$ cat config.mk
export PLATFORM = sky130hd
export DESIGN_NAME = rv64i_instruction_decoder
export DESIGN_NICKNAME = d
export VERILOG_FILES = /design/src/hw/rtl/rvdec_pkg.sv /design/src/hw/rtl/rvdec_decode.sv /design/src/hw/rtl/rvdec_out_stage.sv /design/src/hw/rtl/rv64i_instruction_decoder.sv
export SDC_FILE = /design/constraint.sdc
export NUM_CORES = 1
export LEC_CHECK = 0
export ABC_AREA = 1
export BUFFER_PORTS_ARGS = -buffer_cell sky130_fd_sc_hd__buf_2
export CORE_MARGIN = 2
export CORE_UTILIZATION = 30
export DETAILED_ROUTE_END_ITERATION = 10
export GPL_ROUTABILITY_DRIVEN = 0
export PLACE_DENSITY = 0.48
export SLEW_MARGIN = 20
export SYNTH_ARGS = -nofsm -noshare
export SYNTH_HDL_FRONTEND = slang
export SYNTH_HIERARCHICAL = 1
export SYNTH_SLANG_ARGS = --single-unit
$ cat constraint.sdc
create_clock -name clk_i -period 3.34 [get_ports clk_i]
set_input_delay 0.501 -clock clk_i [delete_from_list [all_inputs] [get_ports clk_i]]
set_output_delay 0.501 -clock clk_i [all_outputs]
set_load 0.01 [all_outputs]
$ cat src/hw/rtl/rvdec_pkg.sv
// rvdec_pkg: shared types and constants for the rv64i instruction decoder
// opcode and funct codes, operation numbers and the decoded result record
// no dependencies

package rvdec_pkg;

  localparam int unsigned InstrWidth = 32;
  localparam int unsigned OpWidth    = 6;
  localparam int unsigned RegWidth   = 5;
  localparam int unsigned ImmWidth   = 32;

  // major opcodes
  localparam logic [6:0] OPC_LOAD     = 7'h03;
  localparam logic [6:0] OPC_MISC_MEM = 7'h0F;
  localparam logic [6:0] OPC_OP_IMM   = 7'h13;
  localparam logic [6:0] OPC_AUIPC    = 7'h17;
  localparam logic [6:0] OPC_OP_IMM32 = 7'h1B;
  localparam logic [6:0] OPC_STORE    = 7'h23;
  localparam logic [6:0] OPC_OP       = 7'h33;
  localparam logic [6:0] OPC_LUI      = 7'h37;
  localparam logic [6:0] OPC_OP32     = 7'h3B;
  localparam logic [6:0] OPC_BRANCH   = 7'h63;
  localparam logic [6:0] OPC_JALR     = 7'h67;
  localparam logic [6:0] OPC_JAL      = 7'h6F;
  localparam logic [6:0] OPC_SYSTEM   = 7'h73;

  localparam logic [6:0] F7_BASE  = 7'b0000000;
  localparam logic [6:0] F7_ALT   = 7'b0100000;
  localparam logic [5:0] HI6_BASE = 6'b000000;
  localparam logic [5:0] HI6_SRA  = 6'b010000;

  // funct3 codes
  localparam logic [2:0] F3_0 = 3'd0;
  localparam logic [2:0] F3_1 = 3'd1;
  localparam logic [2:0] F3_2 = 3'd2;
  localparam logic [2:0] F3_3 = 3'd3;
  localparam logic [2:0] F3_4 = 3'd4;
  localparam logic [2:0] F3_5 = 3'd5;
  localparam logic [2:0] F3_6 = 3'd6;
  localparam logic [2:0] F3_7 = 3'd7;

  typedef enum logic [OpWidth-1:0] {
    OP_LB     = 6'd0,  OP_LH    = 6'd1,  OP_LW    = 6'd2,  OP_LBU   = 6'd3,
    OP_LHU    = 6'd4,  OP_LWU   = 6'd5,  OP_LD    = 6'd6,  OP_FENCE = 6'd7,
    OP_ADDI   = 6'd8,  OP_SLTI  = 6'd9,  OP_SLTIU = 6'd10, OP_XORI  = 6'd11,
    OP_ORI    = 6'd12, OP_ANDI  = 6'd13, OP_SLLI  = 6'd14, OP_SRLI  = 6'd15,
    OP_SRAI   = 6'd16, OP_ADDIW = 6'd17, OP_SLLIW = 6'd18, OP_SRLIW = 6'd19,
    OP_SRAIW  = 6'd20, OP_JALR  = 6'd21, OP_ECALL = 6'd22, OP_EBREAK = 6'd23,
    OP_AUIPC  = 6'd24, OP_LUI   = 6'd25, OP_SB    = 6'd26, OP_SH    = 6'd27,
    OP_SW     = 6'd28, OP_SD    = 6'd29, OP_ADD   = 6'd30, OP_SUB   = 6'd31,
    OP_SLL    = 6'd32, OP_SLT   = 6'd33, OP_SLTU  = 6'd34, OP_XOR   = 6'd35,
    OP_SRL    = 6'd36, OP_SRA   = 6'd37, OP_OR    = 6'd38, OP_AND   = 6'd39,
    OP_ADDW   = 6'd40, OP_SUBW  = 6'd41, OP_SLLW  = 6'd42, OP_SRLW  = 6'd43,
    OP_SRAW   = 6'd44, OP_BEQ   = 6'd45, OP_BNE   = 6'd46, OP_BLT   = 6'd47,
    OP_BGE    = 6'd48, OP_BLTU  = 6'd49, OP_BGEU  = 6'd50, OP_JAL   = 6'd51
  } op_e;

  typedef struct packed {
    logic                is_valid;
    op_e                 op_number;
    logic [RegWidth-1:0] dest_reg;
    logic [RegWidth-1:0] src1_reg;
    logic [RegWidth-1:0] src2_reg;
    logic [ImmWidth-1:0] immediate;
  } dec_res_t;

endpackage

$ cat src/hw/rtl/rvdec_decode.sv
// rvdec_decode: combinational rv64i decode of one instruction word
// produces the decoded result record; depends on rvdec_pkg

module rvdec_decode (
  input  logic [rvdec_pkg::InstrWidth-1:0] instr_i,
  output rvdec_pkg::dec_res_t              res_o
);
  import rvdec_pkg::*;

  logic [6:0]          opc;
  logic [2:0]          f3;
  logic [6:0]          f7;
  logic [5:0]          hi6;
  logic [4:0]          rd;
  logic [4:0]          rs1;
  logic [4:0]          rs2;
  logic [11:0]         i12;
  logic [ImmWidth-1:0] imm_i;
  logic [ImmWidth-1:0] imm_s;
  logic [ImmWidth-1:0] imm_b;
  logic [ImmWidth-1:0] imm_u;
  logic [ImmWidth-1:0] imm_j;
  logic [ImmWidth-1:0] imm_sh6;
  logic [ImmWidth-1:0] imm_sh5;
  logic [ImmWidth-1:0] imm_raw;
  dec_res_t            res;

  assign opc = instr_i[6:0];
  assign rd  = instr_i[11:7];
  assign f3  = instr_i[14:12];
  assign rs1 = instr_i[19:15];
  assign rs2 = instr_i[24:20];
  assign f7  = instr_i[31:25];
  assign hi6 = instr_i[31:26];
  assign i12 = instr_i[31:20];

  assign imm_i   = {{20{instr_i[31]}}, instr_i[31:20]};
  assign imm_s   = {{20{instr_i[31]}}, instr_i[31:25], instr_i[11:7]};
  assign imm_b   = {{20{instr_i[31]}}, instr_i[7], instr_i[30:25], instr_i[11:8], 1'b0};
  assign imm_u   = {instr_i[31:12], 12'h000};
  assign imm_j   = {{12{instr_i[31]}}, instr_i[19:12], instr_i[20], instr_i[30:21], 1'b0};
  assign imm_sh6 = {26'd0, instr_i[25:20]};
  assign imm_sh5 = {27'd0, instr_i[24:20]};
  assign imm_raw = {20'd0, i12};

  always_comb begin
    res = '0;
    unique case (opc)
      OPC_LOAD: begin
        res.dest_reg  = rd;
        res.src1_reg  = rs1;
        res.immediate = imm_i;
        res.is_valid  = 1'b1;
        unique case (f3)
          F3_0:    res.op_number = OP_LB;
          F3_1:    res.op_number = OP_LH;
          F3_2:    res.op_number = OP_LW;
          F3_3:    res.op_number = OP_LD;
          F3_4:    res.op_number = OP_LBU;
          F3_5:    res.op_number = OP_LHU;
          F3_6:    res.op_number = OP_LWU;
          default: res.is_valid  = 1'b0;
        endcase
      end
      OPC_MISC_MEM: begin
        res.is_valid  = (f3 == F3_0);
        res.op_number = OP_FENCE;
        res.dest_reg  = rd;
        res.src1_reg  = rs1;
        res.immediate = imm_raw;
      end
      OPC_OP_IMM: begin
        res.dest_reg  = rd;
        res.src1_reg  = rs1;
        res.immediate = imm_i;
        res.is_valid  = 1'b1;
        unique case (f3)
          F3_0: res.op_number = OP_ADDI;
          F3_2: res.op_number = OP_SLTI;
          F3_3: res.op_number = OP_SLTIU;
          F3_4: res.op_number = OP_XORI;
          F3_6: res.op_number = OP_ORI;
          F3_7: res.op_number = OP_ANDI;
          F3_1: begin
            res.op_number = OP_SLLI;
            res.immediate = imm_sh6;
            res.is_valid  = (hi6 == HI6_BASE);
          end
          default: begin
            res.op_number = (hi6 == HI6_SRA) ? OP_SRAI : OP_SRLI;
            res.immediate = imm_sh6;
            res.is_valid  = (hi6 == HI6_BASE) || (hi6 == HI6_SRA);
          end
        endcase
      end
      OPC_OP_IMM32: begin
        res.dest_reg = rd;
        res.src1_reg = rs1;
        priority if (f3 == F3_0) begin
          res.is_valid  = 1'b1;
          res.op_number = OP_ADDIW;
          res.immediate = imm_i;
        end else if (f3 == F3_1 && f7 == F7_BASE) begin
          res.is_valid  = 1'b1;
          res.op_number = OP_SLLIW;
          res.immediate = imm_sh5;
        end else if (f3 == F3_5 && f7 == F7_BASE) begin
          res.is_valid  = 1'b1;
          res.op_number = OP_SRLIW;
          res.immediate = imm_sh5;
        end else if (f3 == F3_5 && f7 == F7_ALT) begin
          res.is_valid  = 1'b1;
          res.op_number = OP_SRAIW;
          res.immediate = imm_sh5;
        end else begin
          res.is_valid  = 1'b0;
        end
      end
      OPC_JALR: begin
        res.is_valid  = (f3 == F3_0);
        res.op_number = OP_JALR;
        res.dest_reg  = rd;
        res.src1_reg  = rs1;
        res.immediate = imm_i;
      end
      OPC_SYSTEM: begin
        res.is_valid  = (f3 == F3_0) && (rd == '0) && (rs1 == '0) && (i12[11:1] == '0);
        res.op_number = i12[0] ? OP_EBREAK : OP_ECALL;
        res.immediate = imm_raw;
      end
      OPC_AUIPC: begin
        res.is_valid  = 1'b1;
        res.op_number = OP_AUIPC;
        res.dest_reg  = rd;
        res.immediate = imm_u;
      end
      OPC_LUI: begin
        res.is_valid  = 1'b1;
        res.op_number = OP_LUI;
        res.dest_reg  = rd;
        res.immediate = imm_u;
      end
      OPC_STORE: begin
        res.src1_reg  = rs1;
        res.src2_reg  = rs2;
        res.immediate = imm_s;
        res.is_valid  = 1'b1;
        unique case (f3)
          F3_0:    res.op_number = OP_SB;
          F3_1:    res.op_number = OP_SH;
          F3_2:    res.op_number = OP_SW;
          F3_3:    res.op_number = OP_SD;
          default: res.is_valid  = 1'b0;
        endcase
      end
      OPC_OP: begin
        res.dest_reg = rd;
        res.src1_reg = rs1;
        res.src2_reg = rs2;
        priority if (f7 == F7_BASE) begin
          res.is_valid = 1'b1;
          unique case (f3)
            F3_0: res.op_number = OP_ADD;
            F3_1: res.op_number = OP_SLL;
            F3_2: res.op_number = OP_SLT;
            F3_3: res.op_number = OP_SLTU;
            F3_4: res.op_number = OP_XOR;
            F3_5: res.op_number = OP_SRL;
            F3_6: res.op_number = OP_OR;
            default: res.op_number = OP_AND;
          endcase
        end else if (f7 == F7_ALT && f3 == F3_0) begin
          res.is_valid  = 1'b1;
          res.op_number = OP_SUB;
        end else if (f7 == F7_ALT && f3 == F3_5) begin
          res.is_valid  = 1'b1;
          res.op_number = OP_SRA;
        end else begin
          res.is_valid  = 1'b0;
        end
      end
      OPC_OP32: begin
        res.dest_reg = rd;
        res.src1_reg = rs1;
        res.src2_reg = rs2;
        priority if (f7 == F7_BASE && f3 == F3_0) begin
          res.is_valid  = 1'b1;
          res.op_number = OP_ADDW;
        end else if (f7 == F7_BASE && f3 == F3_1) begin
          res.is_valid  = 1'b1;
          res.op_number = OP_SLLW;
        end else if (f7 == F7_BASE && f3 == F3_5) begin
          res.is_valid  = 1'b1;
          res.op_number = OP_SRLW;
        end else if (f7 == F7_ALT && f3 == F3_0) begin
          res.is_valid  = 1'b1;
          res.op_number = OP_SUBW;
        end else if (f7 == F7_ALT && f3 == F3_5) begin
          res.is_valid  = 1'b1;
          res.op_number = OP_SRAW;
        end else begin
          res.is_valid  = 1'b0;
        end
      end
      OPC_BRANCH: begin
        res.src1_reg  = rs1;
        res.src2_reg  = rs2;
        res.immediate = imm_b;
        res.is_valid  = 1'b1;
        unique case (f3)
          F3_0:    res.op_number = OP_BEQ;
          F3_1:    res.op_number = OP_BNE;
          F3_4:    res.op_number = OP_BLT;
          F3_5:    res.op_number = OP_BGE;
          F3_6:    res.op_number = OP_BLTU;
          F3_7:    res.op_number = OP_BGEU;
          default: res.is_valid  = 1'b0;
        endcase
      end
      OPC_JAL: begin
        res.is_valid  = 1'b1;
        res.op_number = OP_JAL;
        res.dest_reg  = rd;
        res.immediate = imm_j;
      end
      default: res.is_valid = 1'b0;
    endcase

    // undefined encodings report all zero
    if (res.is_valid) begin
      res_o = res;
    end else begin
      res_o = '0;
    end
  end

endmodule

$ cat src/hw/rtl/rvdec_out_stage.sv
// rvdec_out_stage: result register with valid/stall handshake
// holds one decoded result until taken; depends on rvdec_pkg

module rvdec_out_stage (
  input  logic                clk_i,
  input  logic                rst_ni,
  input  logic                valid_i,
  input  rvdec_pkg::dec_res_t res_i,
  output logic                ready_o,
  output logic                valid_o,
  input  logic                stall_i,
  output rvdec_pkg::dec_res_t res_o
);
  import rvdec_pkg::*;

  logic     valid_q;
  logic     valid_d;
  dec_res_t res_q;

  assign ready_o = !valid_q || !stall_i;
  assign valid_d = ready_o ? valid_i : valid_q;

  always_ff @(posedge clk_i or negedge rst_ni) begin
    if (!rst_ni) begin
      valid_q <= 1'b0;
    end else begin
      valid_q <= valid_d;
    end
  end

  always_ff @(posedge clk_i) begin
    if (ready_o && valid_i) begin
      res_q <= res_i;
    end
  end

  assign valid_o = valid_q;
  assign res_o   = res_q;

endmodule

$ cat src/hw/rtl/rv64i_instruction_decoder.sv
// Decodes one RV64I instruction word per transaction into a valid flag, a dense operation
// number (LB=0 through JAL=51), rd/rs1/rs2 and the assembled immediate of the format
// (sign-extended I/S/B/J, U with low 12 bits zero, shift amount, or raw FENCE or SYSTEM field).
// An item is registered at the input, decoded combinationally and registered at the output,
// where it is held until it is taken while out_stall_i is low; with no stall one item is
// taken every cycle. While a finished result is stalled the input register can still take
// one more transaction.
// Undefined encodings return is_valid low with every other field zero.
// top level: input register, rvdec_decode, rvdec_out_stage; depends on rvdec_pkg

module rv64i_instruction_decoder (
  input  logic                                     clk_i,
  input  logic                                     rst_ni,
  input  logic                                     in_valid_i,
  output logic                                     in_stall_o,
  input  logic [rvdec_pkg::InstrWidth-1:0]         instr_word_i,
  output logic                                     out_valid_o,
  input  logic                                     out_stall_i,
  output logic                                     is_valid_o,
  output logic [rvdec_pkg::OpWidth-1:0]            op_number_o,
  output logic [rvdec_pkg::RegWidth-1:0]           dest_reg_o,
  output logic [rvdec_pkg::RegWidth-1:0]           src1_reg_o,
  output logic [rvdec_pkg::RegWidth-1:0]           src2_reg_o,
  output logic signed [rvdec_pkg::ImmWidth-1:0]    immediate_o
);
  import rvdec_pkg::*;

  logic                  in_valid_q;
  logic                  in_valid_d;
  logic [InstrWidth-1:0] instr_q;
  logic                  in_ready;
  logic                  out_ready;
  dec_res_t              dec_res;
  dec_res_t              out_res;

  assign in_ready   = !in_valid_q || out_ready;
  assign in_stall_o = !in_ready;
  assign in_valid_d = in_ready ? in_valid_i : in_valid_q;

  always_ff @(posedge clk_i or negedge rst_ni) begin
    if (!rst_ni) begin
      in_valid_q <= 1'b0;
    end else begin
      in_valid_q <= in_valid_d;
    end
  end

  always_ff @(posedge clk_i) begin
    if (in_ready && in_valid_i) begin
      instr_q <= instr_word_i;
    end
  end

  rvdec_decode u_decode (
    .instr_i (instr_q),
    .res_o   (dec_res)
  );

  rvdec_out_stage u_out_stage (
    .clk_i   (clk_i),
    .rst_ni  (rst_ni),
    .valid_i (in_valid_q),
    .res_i   (dec_res),
    .ready_o (out_ready),
    .valid_o (out_valid_o),
    .stall_i (out_stall_i),
    .res_o   (out_res)
  );

  assign is_valid_o  = out_res.is_valid;
  assign op_number_o = out_res.op_number;
  assign dest_reg_o  = out_res.dest_reg;
  assign src1_reg_o  = out_res.src1_reg;
  assign src2_reg_o  = out_res.src2_reg;
  assign immediate_o = $signed(out_res.immediate);

endmodule

# Word-level counts from Yosys, hierarchy flattened
# Index checks and enable logic that the tools add are counted.
# W data, S select, Z words.
classes:
  n_mux: 36
  bitwise: 0
  div_mod_pow: 0
  magnitude_cmp: 0
  shift: 0
  n_mul: 0
  add_sub_neg: 0
  n_reduce_logical: 38
  eq_ne: 22
ops:
  columns: ["operator", "count"]
  rows:
  - ["$pmux W32 S8", 1]
  - ["$mux W32", 4]
  - ["$pmux W6 S7", 2]
  - ["$pmux W6 S13", 1]
  - ["$mux W7", 9]
  - ["$mux W54", 1]
  - ["$pmux W6 S6", 1]
  - ["$eq A7 B6 Y1 const B", 5]
  - ["$mux W5", 6]
  - ["$eq A7 B7 Y1 const B", 4]
  - ["$eq A7 B5 Y1 const B", 3]
  - ["$pmux W5 S4", 1]
  - ["$pmux W3 S6", 1]
  - ["$eq A3 B3 Y1 const B", 4]
  - ["$mux W6", 2]
  - ["$reduce_or A6 Y1", 2]
  - ["$logic_not A11 Y1", 1]
  - ["$logic_and A1 B1 Y1", 10]
  - ["$logic_not A5 Y1", 2]
  - ["$pmux W1 S10", 1]
  - ["$reduce_or A10 Y1", 1]
  - ["$reduce_or A9 Y1", 1]
  - ["$reduce_or A2 Y1", 4]
  - ["$reduce_or A4 Y1", 2]
  - ["15 further kinds", 27]
totals:
  ram_bits: 0
  out_inout_bits: 56
  in_bits: 36
  elab_cells: 105
  n_memories: 0
  ff_bits: 88
  latchBits: 0
  rom_bits: 0

# Depth between registers and ports, before layout
# Gate-level depths: netlist (run 1).
logic_depth:
  ltp_word: 9
  ltp_mapped: 14
  mapped_depth_nobuf: 12

# By module
# Netlist (run 1), hierarchy kept.
modules_own_cells:
  columns: ["mod", "n_inst", "cells_each", "seq_area_each_um2", "area_per_inst_um2"]
  rows:
  - ["rvdec_decode", 1, 400, 0.0, 2009.4]
  - ["rvdec_out_stage", 1, 59, 1646.6, 1662.8]
  - ["rv64i_instruction_decoder", 1, 39, 985.9, 1018.5]

# Worst setup path after synthesis (run 1)
# Ideal clock, no wire load.
synth_timing:
  path_kind: "register to register"
  start: "register u_out_stage.valid_q, in the netlist u_out_stage/valid_o"
  end: "register u_out_stage.res_q (netlist bit u_out_stage/res_o[0]) (enable)"
  arrival_ns: 3.089
  required_time_ns: 2.856
  period_less_slack_ns: 3.573
  path_slack_ns: -0.233
  path_stages_with_launch: 2
  setup_ns: 0.484
  n_path_buf: 0
  path_cell_list: "dfrtp_1 a21oi_1"
synth_via:
  elab_chain_cells: 3
synth_rtl:
  columns: ["element", "line_no", "rtl"]
  rows:
  - ["start: declaration", "rvdec_out_stage.sv:16", "logic valid_q;"]
  - ["start signal: assignment", "rvdec_out_stage.sv:27", "valid_q <= valid_d;"]
  - ["$logic_not A1 Y1", "rvdec_out_stage.sv:20", "assign ready_o = !valid_q || !stall_i;"]
  - ["$logic_or A1 B1 Y1", "rvdec_out_stage.sv:20", null]
  - ["$logic_and A1 B1 Y1", "rvdec_out_stage.sv:32", "if (ready_o && valid_i) begin"]
  - ["end signal: assignment", "rvdec_out_stage.sv:33", "res_q <= res_i;"]
  - ["end: declaration", "rvdec_out_stage.sv:18", "dec_res_t res_q;"]
# No other way between the ends.
# A chain may end at the register's enable or synchronous reset.

# Worst setup path after layout (run 1)
layout_timing:
  start: "register instr_q[14]"
  end: "register u_out_stage.res_q (netlist bit u_out_stage/res_o[12]) (data pin)"
layout_via:
  elab_chain_cells: 8
  elab_cells_between_ends: 39
  cone_classes: "7 x eq/ne; 19 x mux; 13 x reduce/logical"
layout_rtl:
  columns: ["element", "line_no", "rtl"]
  rows:
  - ["start: declaration", "rv64i_instruction_decoder.sv:30", "logic [InstrWidth-1:0] instr_q;"]
  - ["start signal: assignment", "rv64i_instruction_decoder.sv:50", "instr_q <= instr_word_i;"]
  - ["$eq A3 B3 Y1", null, null]
  - ["$logic_and A1 B1 Y1", "rvdec_decode.sv:111, rvdec_decode.sv:175, rvdec_decode.sv:198", null]
  - ["$mux W1", "rvdec_decode.sv:111, rvdec_decode.sv:175, rvdec_decode.sv:198", null]
  - ["$mux W7", "rvdec_decode.sv:195", "end else if (f7 == F7_ALT && f3 == F3_0) begin"]
  - ["$mux W7", "rvdec_decode.sv:192", "end else if (f7 == F7_BASE && f3 == F3_5) begin"]
  - ["$mux W7", "rvdec_decode.sv:189", "end else if (f7 == F7_BASE && f3 == F3_1) begin"]
  - ["$mux W7", "rvdec_decode.sv:186", "priority if (f7 == F7_BASE && f3 == F3_0) begin"]
  - ["$pmux W1 S10", "rvdec_decode.sv:48", "unique case (opc)"]
# Parallel ways exist; a longest one is shown, timed or not.

==> qor.txt, run 1 <==
most frequent cells after synthesis = nand2_1 (128), edfxtp_1 (86), nor2_1 (84), nand3_1 (35), inv_1 (34)
crit path kind = register to register
VDD IR max = 0.191 mV
Area Growth Syn to Fin = 20.7%
Netlist cell types = 31
Wirelength per Cell = 14.2 um
Starting Density = 30.7%
critical-path maximum fanout = 38
outcome = completed
slowest CP cell = edfxtp_1
net count of the mapped netlist = 534
Starting DRT DRC Count = 369
final setup fails = 0
post-synthesis instance area = 0.00469 mm^2
CP max stage delay = 0.59 ns
final hold viol count = 0
RR Endpoint = u_out_stage/res_o[12]
Pint = 1.94 mW
Clock Power Share = 38.6%
sequential area share after synthesis = 56.1%
clk slew on worst S/H paths = 0.06 ns
Port-buffer cells = 91
Top cell by count, worst path = nor2_4
post-synth top area cell = edfxtp_1
Yosys warnings = 6
first-pass GRT wire length = 18300 um
CP Depth = 9
critical path startpoint category = register
final antenna-violating net count = 0
# H-tree levels = 3
Num CTS Buffers = 9
DRT Pass-1 Iters = 5
Critical Path RT = 3.41 ns
worst skew pair latency = 0.35 ns
Avg Cell Area, Syn = 9.42 um^2
Sw Share = 24.1%
CP Buf/Inv Count = 2
vias = 3664
share of layout cells above drive strength 1 = 31.1%
unrepaired setup endpoints after global routing = false
largest net degree at the start of global routing = 55
fillers = 1603
Cells after DPL = 795
Critical Path Sink Type = register
Slew Limit Fails = 0
ANT cells = 0
Layout Skew = 0.00730 ns
DRT Wirelength = 11600 um
dominant cells by area after synthesis = edfxtp_1 (55%), nand2_1 (10%), nor2_1 (6.7%)
area fraction of the dominant cell type after synthesis = 55.1%
R2R depth = 9
FF+latch count, synth = 88
# IOs = 92
Root Buffer Master = clkbuf_16
P_sw = 618 uW
site row count = 45
die area = 0.0167 mm^2
minimum clock period = 2.44 ns
number of antenna violations at the first check in global routing = 0
slew margin rel. = 52.3%
maximum clock rate = 410 MHz
final global-route overflow total = 0
CP endpoint = u_out_stage/res_o[12]
worst-margin pin slew = 0.715 ns
HPWL after DPL = 8850 um
clk sink count = 88
cell with the most instances after synthesis = nand2_1
Gate power share = 9.4%
Post-synth EDFFs = 86
All-Layer GR Usage = 14.4%
CTS tree = done
critical path startpoint = instr_q[14]
Pwr Density = 453 mW/mm^2
crit path DAT = 2.51 ns
RR Startpoint = instr_q[14]
crit path cell chain = inv_2, nor2_4, nand3_2, nand2_2, o21ai_2, nand2_1, nor2_4, buf_4, nor2_1
post-CTS setup buffer count = 0
chip height = 129 um
internal reg-to-reg setup slack = 0.90 ns
final cycle utilization of the critical path = 73.0%
prevailing post-synth register cell = edfxtp_1
Post-Layout Cell Count = 812
Hold WC Path Type = primary input to register
Die Wd = 129 um
LEAKAGE = 2.44 nW
Crit path max-delay family = buffers and inverters
Max Cap Viol = 0
post-DR vias/cell = 4.51
drc violations = 0
vias in the first global route = 3589
cells after synthesis = 498
ys async rst share = 2.27%
share of power burned in registers = 52.0%
maximum buffer depth of the clock tree = 2
Final #Nets = 632
total core area = 0.0153 mm^2
setup TNS = 0 ns
power groups by stage:
stage          Sequential (mW)  Combinational [mW]  Clock (mW)
2_1_floorplan             1.37               0.129           0
3_3_place_gp              1.36               0.242           0
3_5_place_dp              1.36               0.243           0
4_1_cts                   1.33               0.244        1.03
5_1_grt                   1.34               0.266        1.07
6_report                  1.33               0.240       0.990
through the flow:
step	total power [mW]	util (%)	worst slack, ns	cell area, um^2	hold WS, ns
floorplan	1.50	-	0.840	4690	0.205
global placement	1.60	35.1	0.950	5360	0.288
detailed placement	1.60	35.1	0.909	5360	0.287
CTS	2.61	37.1	0.896	5660	0.312
global route	2.67	37.1	0.690	5660	0.309
finish	2.56	37.1	0.903	5660	0.325
registers in the layout (all words and copies together), names as in the netlist:
signal	cells
in_valid_q	1
instr_q	32
u_out_stage/res_o	54
u_out_stage/valid_o	1
final cells by class:
class	count	area [um^2]	share of cell area, %
inverter	51	191	3.38
timing repair buffer	96	495	8.75
multi-input combinational	350	1790	31.6
clock buffer	11	233	4.11
tap	211	264	4.66
clock inverter	5	56.3	0.995
sequential	88	2630	46.5
worst min-delay path by stage:
| stage | slack (ns) | from | end | depth (start not counted) |
|---|---|---|---|---|
| CTS | 0.31 | instr_word_i[6] | instr_q[6] | 1 |
| floorplan | 0.21 | rst_ni | in_valid_q | 0 |
| global route | 0.31 | instr_word_i[4] | instr_q[4] | 1 |
| global placement | 0.29 | rst_ni | u_out_stage/valid_o | 1 |
| finish | 0.32 | instr_word_i[1] | instr_q[1] | 1 |
| detailed placement | 0.29 | rst_ni | in_valid_q | 1 |
placed cells by master (no fill, tap or decap), types with 2 or more instances in the layout:
cell       count
clkbuf_1       2
o21ai_2        2
a21oi_1        5
a21oi_4        2
inv_2         15
edfxtp_1      86
nand2_2       10
nand4_1        5
nand2_4        5
buf_2         91
nor2_2        16
nand3_2        2
nand2_1      128
clkinv_1       2
buf_4          4
o21ai_0       22
inv_1         34
clkinv_2       2
nor2_4        24
nor3_1         3
nand3_1       35
nor2_1        84
clkbuf_16      9
dfrtp_1        2
per-layer routing:
metal,up-vias,global-route usage (%),wire length [um]
li1,1826,-,-
met4,0,5.37,301
met1,1684,18.6,5130
met2,129,23.6,5440
met3,25,3.72,689
met5,-,0,0
timing repair:
action | CTS | global route
hold buffers | 1 | 0
hold endpoints to repair | 2 | 0
setup endpoints to repair | 0 | 0
gates resized for setup | 0 | 0
logic make-up (layout without fill, tap and decap cells):
| family | count (synthesis) | in the layout | share of synthesized area (%) |
|---|---|---|---|
| AO/OA/AOI/OAI | 36 | 36 | 4.59 |
| flip-flops | 88 | 88 | 56.1 |
| buffers and inverters | 60 | 163 | 6.16 |
| AND/OR/NAND/NOR | 314 | 314 | 33.1 |
Note: power is estimated with default switching activity, not from simulation.
==> inputs of run 2 (changes only) <==
PLACE_DENSITY = 0.47   (was 0.48)
clock period = 2.3 ns   (was 3.34 ns; I/O delays follow)
==> run 2 against run 1 <==
Setup slack worse by 0.73 ns. Wire length is 0.45% higher. Core utilization rose by 0.77 points. Largest cell class unchanged. Largest power group unchanged.
==> qor.txt, run 2 (same netlist as run 1, synthesis figures left out) <==
outcome = completed
share of layout cells above drive strength 1 = 32.0%
CP max stage delay = 0.56 ns
number of antenna violations at the first check in global routing = 0
vias in the first global route = 3582
Top cell by count, worst path = nand2_1
vias = 3661
Area Growth Syn to Fin = 23.2%
All-Layer GR Usage = 14.5%
Num CTS Buffers = 9
die area = 0.0167 mm^2
Critical Path Sink Type = register
critical-path maximum fanout = 7
Starting Density = 30.7%
Pint = 2.84 mW
Port-buffer cells = 91
Wirelength per Cell = 14.1 um
max reg flops = 54
Max Cap Viol = 0
Critical Path RT = 2.40 ns
final antenna-violating net count = 0
DRT Wirelength = 11600 um
CP Buf/Inv Count = 3
total core area = 0.0153 mm^2
Pwr Density = 648 mW/mm^2
first-pass GRT wire length = 18400 um
VDD IR max = 0.322 mV
setup TNS = 0 ns
# IOs = 92
P_sw = 909 uW
most common cell after layout, fill and taps aside = nand2_1
final cycle utilization of the critical path = 92.3%
final global-route overflow total = 0
maximum clock rate = 471 MHz
crit path DAT = 2.22 ns
share of power burned in registers = 51.6%
Final #Nets = 641
clk sink count = 88
Clock Power Share = 38.7%
Slew Limit Fails = 0
minimum clock period = 2.12 ns
slew margin rel. = 70.2%
CTS tree = done
DP Worst Slack = 0.159 ns
post-DR vias/cell = 4.46
Starting DRT DRC Count = 392
final hold viol count = 0
crit path kind = register to register
HPWL after DPL = 8890 um
worst-margin pin slew = 0.446 ns
Root Buffer Master = clkbuf_16
largest net degree at the start of global routing = 55
Crit path max-delay family = simple AND/OR/NAND/NOR gates
worst skew pair latency = 0.34 ns
commonest non-fill, non-tap cells in the layout = nand2_1 (128), buf_2 (91), edfxtp_1 (86), nor2_1 (84), nand3_1 (35)
slowest CP cell = edfxtp_1
chip height = 129 um
LEAKAGE = 2.51 nW
Final WS setup = 0.176 ns
ANT cells = 0
unrepaired setup endpoints after global routing = false
Sw Share = 24.3%
clk slew on worst S/H paths = 0.07 ns
Hold WC Path Type = primary input to register
Gate power share = 9.7%
site row count = 45
DRT Pass-1 Iters = 4
maximum buffer depth of the clock tree = 2
critical path startpoint category = register
final setup fails = 0
crit path cell chain = nand2_4, inv_2, nand2_1, nand3_1, nand2_1, inv_2, nor2_1, nand2_1, nor2_4, buf_4, nor2_4
fillers = 1596
Layout Skew = 0.00825 ns
# H-tree levels = 3
drc violations = 0
Die Wd = 129 um
## run 2: changes by cell type in the layout (fill, tap and decap cells not counted), sizes merged
cell and delta:
clkinvlp -1, clkinv +1, buf +9
## run 2: power groups by stage
stage	logic, mW	clock network [mW]	registers, mW
floorplan	0.189	0	1.98
global placement	0.364	0	1.97
detailed placement	0.366	0	1.97
CTS	0.369	1.50	1.94
global route	0.406	1.56	1.94
finish	0.364	1.45	1.93
## run 2: worst paths after layout
kind / startpoint / end / slack [ns] / cells after the start
worst max-delay path: instr_q[12] / u_out_stage/res_o[41] / 0.18 / 11
worst min-delay path: instr_word_i[12] / instr_q[12] / 0.17 / 1
worst max register to register: instr_q[12] / u_out_stage/res_o[41] / 0.18 / 11
worst min register to register: in_valid_q / in_valid_q / 0.60 / 2
max in group asynchronous: rst_ni / u_out_stage/valid_o / 1.89 / 2
min in group asynchronous: rst_ni / in_valid_q / 0.32 / 2
## run 2: final cells by class
cell class	instances	area [um^2]	share of cell area [%]
inverters	51	191	3.31
multi-input cells	350	1790	30.9
clock buffers	11	233	4.03
well taps	211	264	4.57
flip-flops and latches	88	2630	45.6
repair buffers	105	613	10.6
clock inverters	5	56.3	0.974
## run 2: metal layers
metal / part of all wire (%) / vias up / global-route usage [%]
li1: - / 1839 / -
met1: 44 / 1680 / 18.4
met2: 47 / 119 / 23.9
met3: 6.3 / 23 / 4.05
met4: 2.8 / 0 / 5.43
met5: 0 / - / 0
## run 2: metrics by stage
stage,util (%),hold WS (ns),instance area [um^2],instances,total power [mW]
final,37.9,0.172,5780,821,3.75
after global routing,37.9,0.155,5780,821,3.91
after CTS,37.8,0.156,5770,820,3.80
after detailed placement,35.9,0.136,5470,803,2.34
after global placement,35.9,0.133,5470,803,2.33
after floorplan,-,0.0494,4700,498,2.17
## run 2: what timing repair did
action,4_1_cts,5_1_grt
gates resized for setup,0,0
endpoints found under the hold margin,2,0
hold buffers,1,0
endpoints found under the setup margin,0,33
setup buffers,0,1
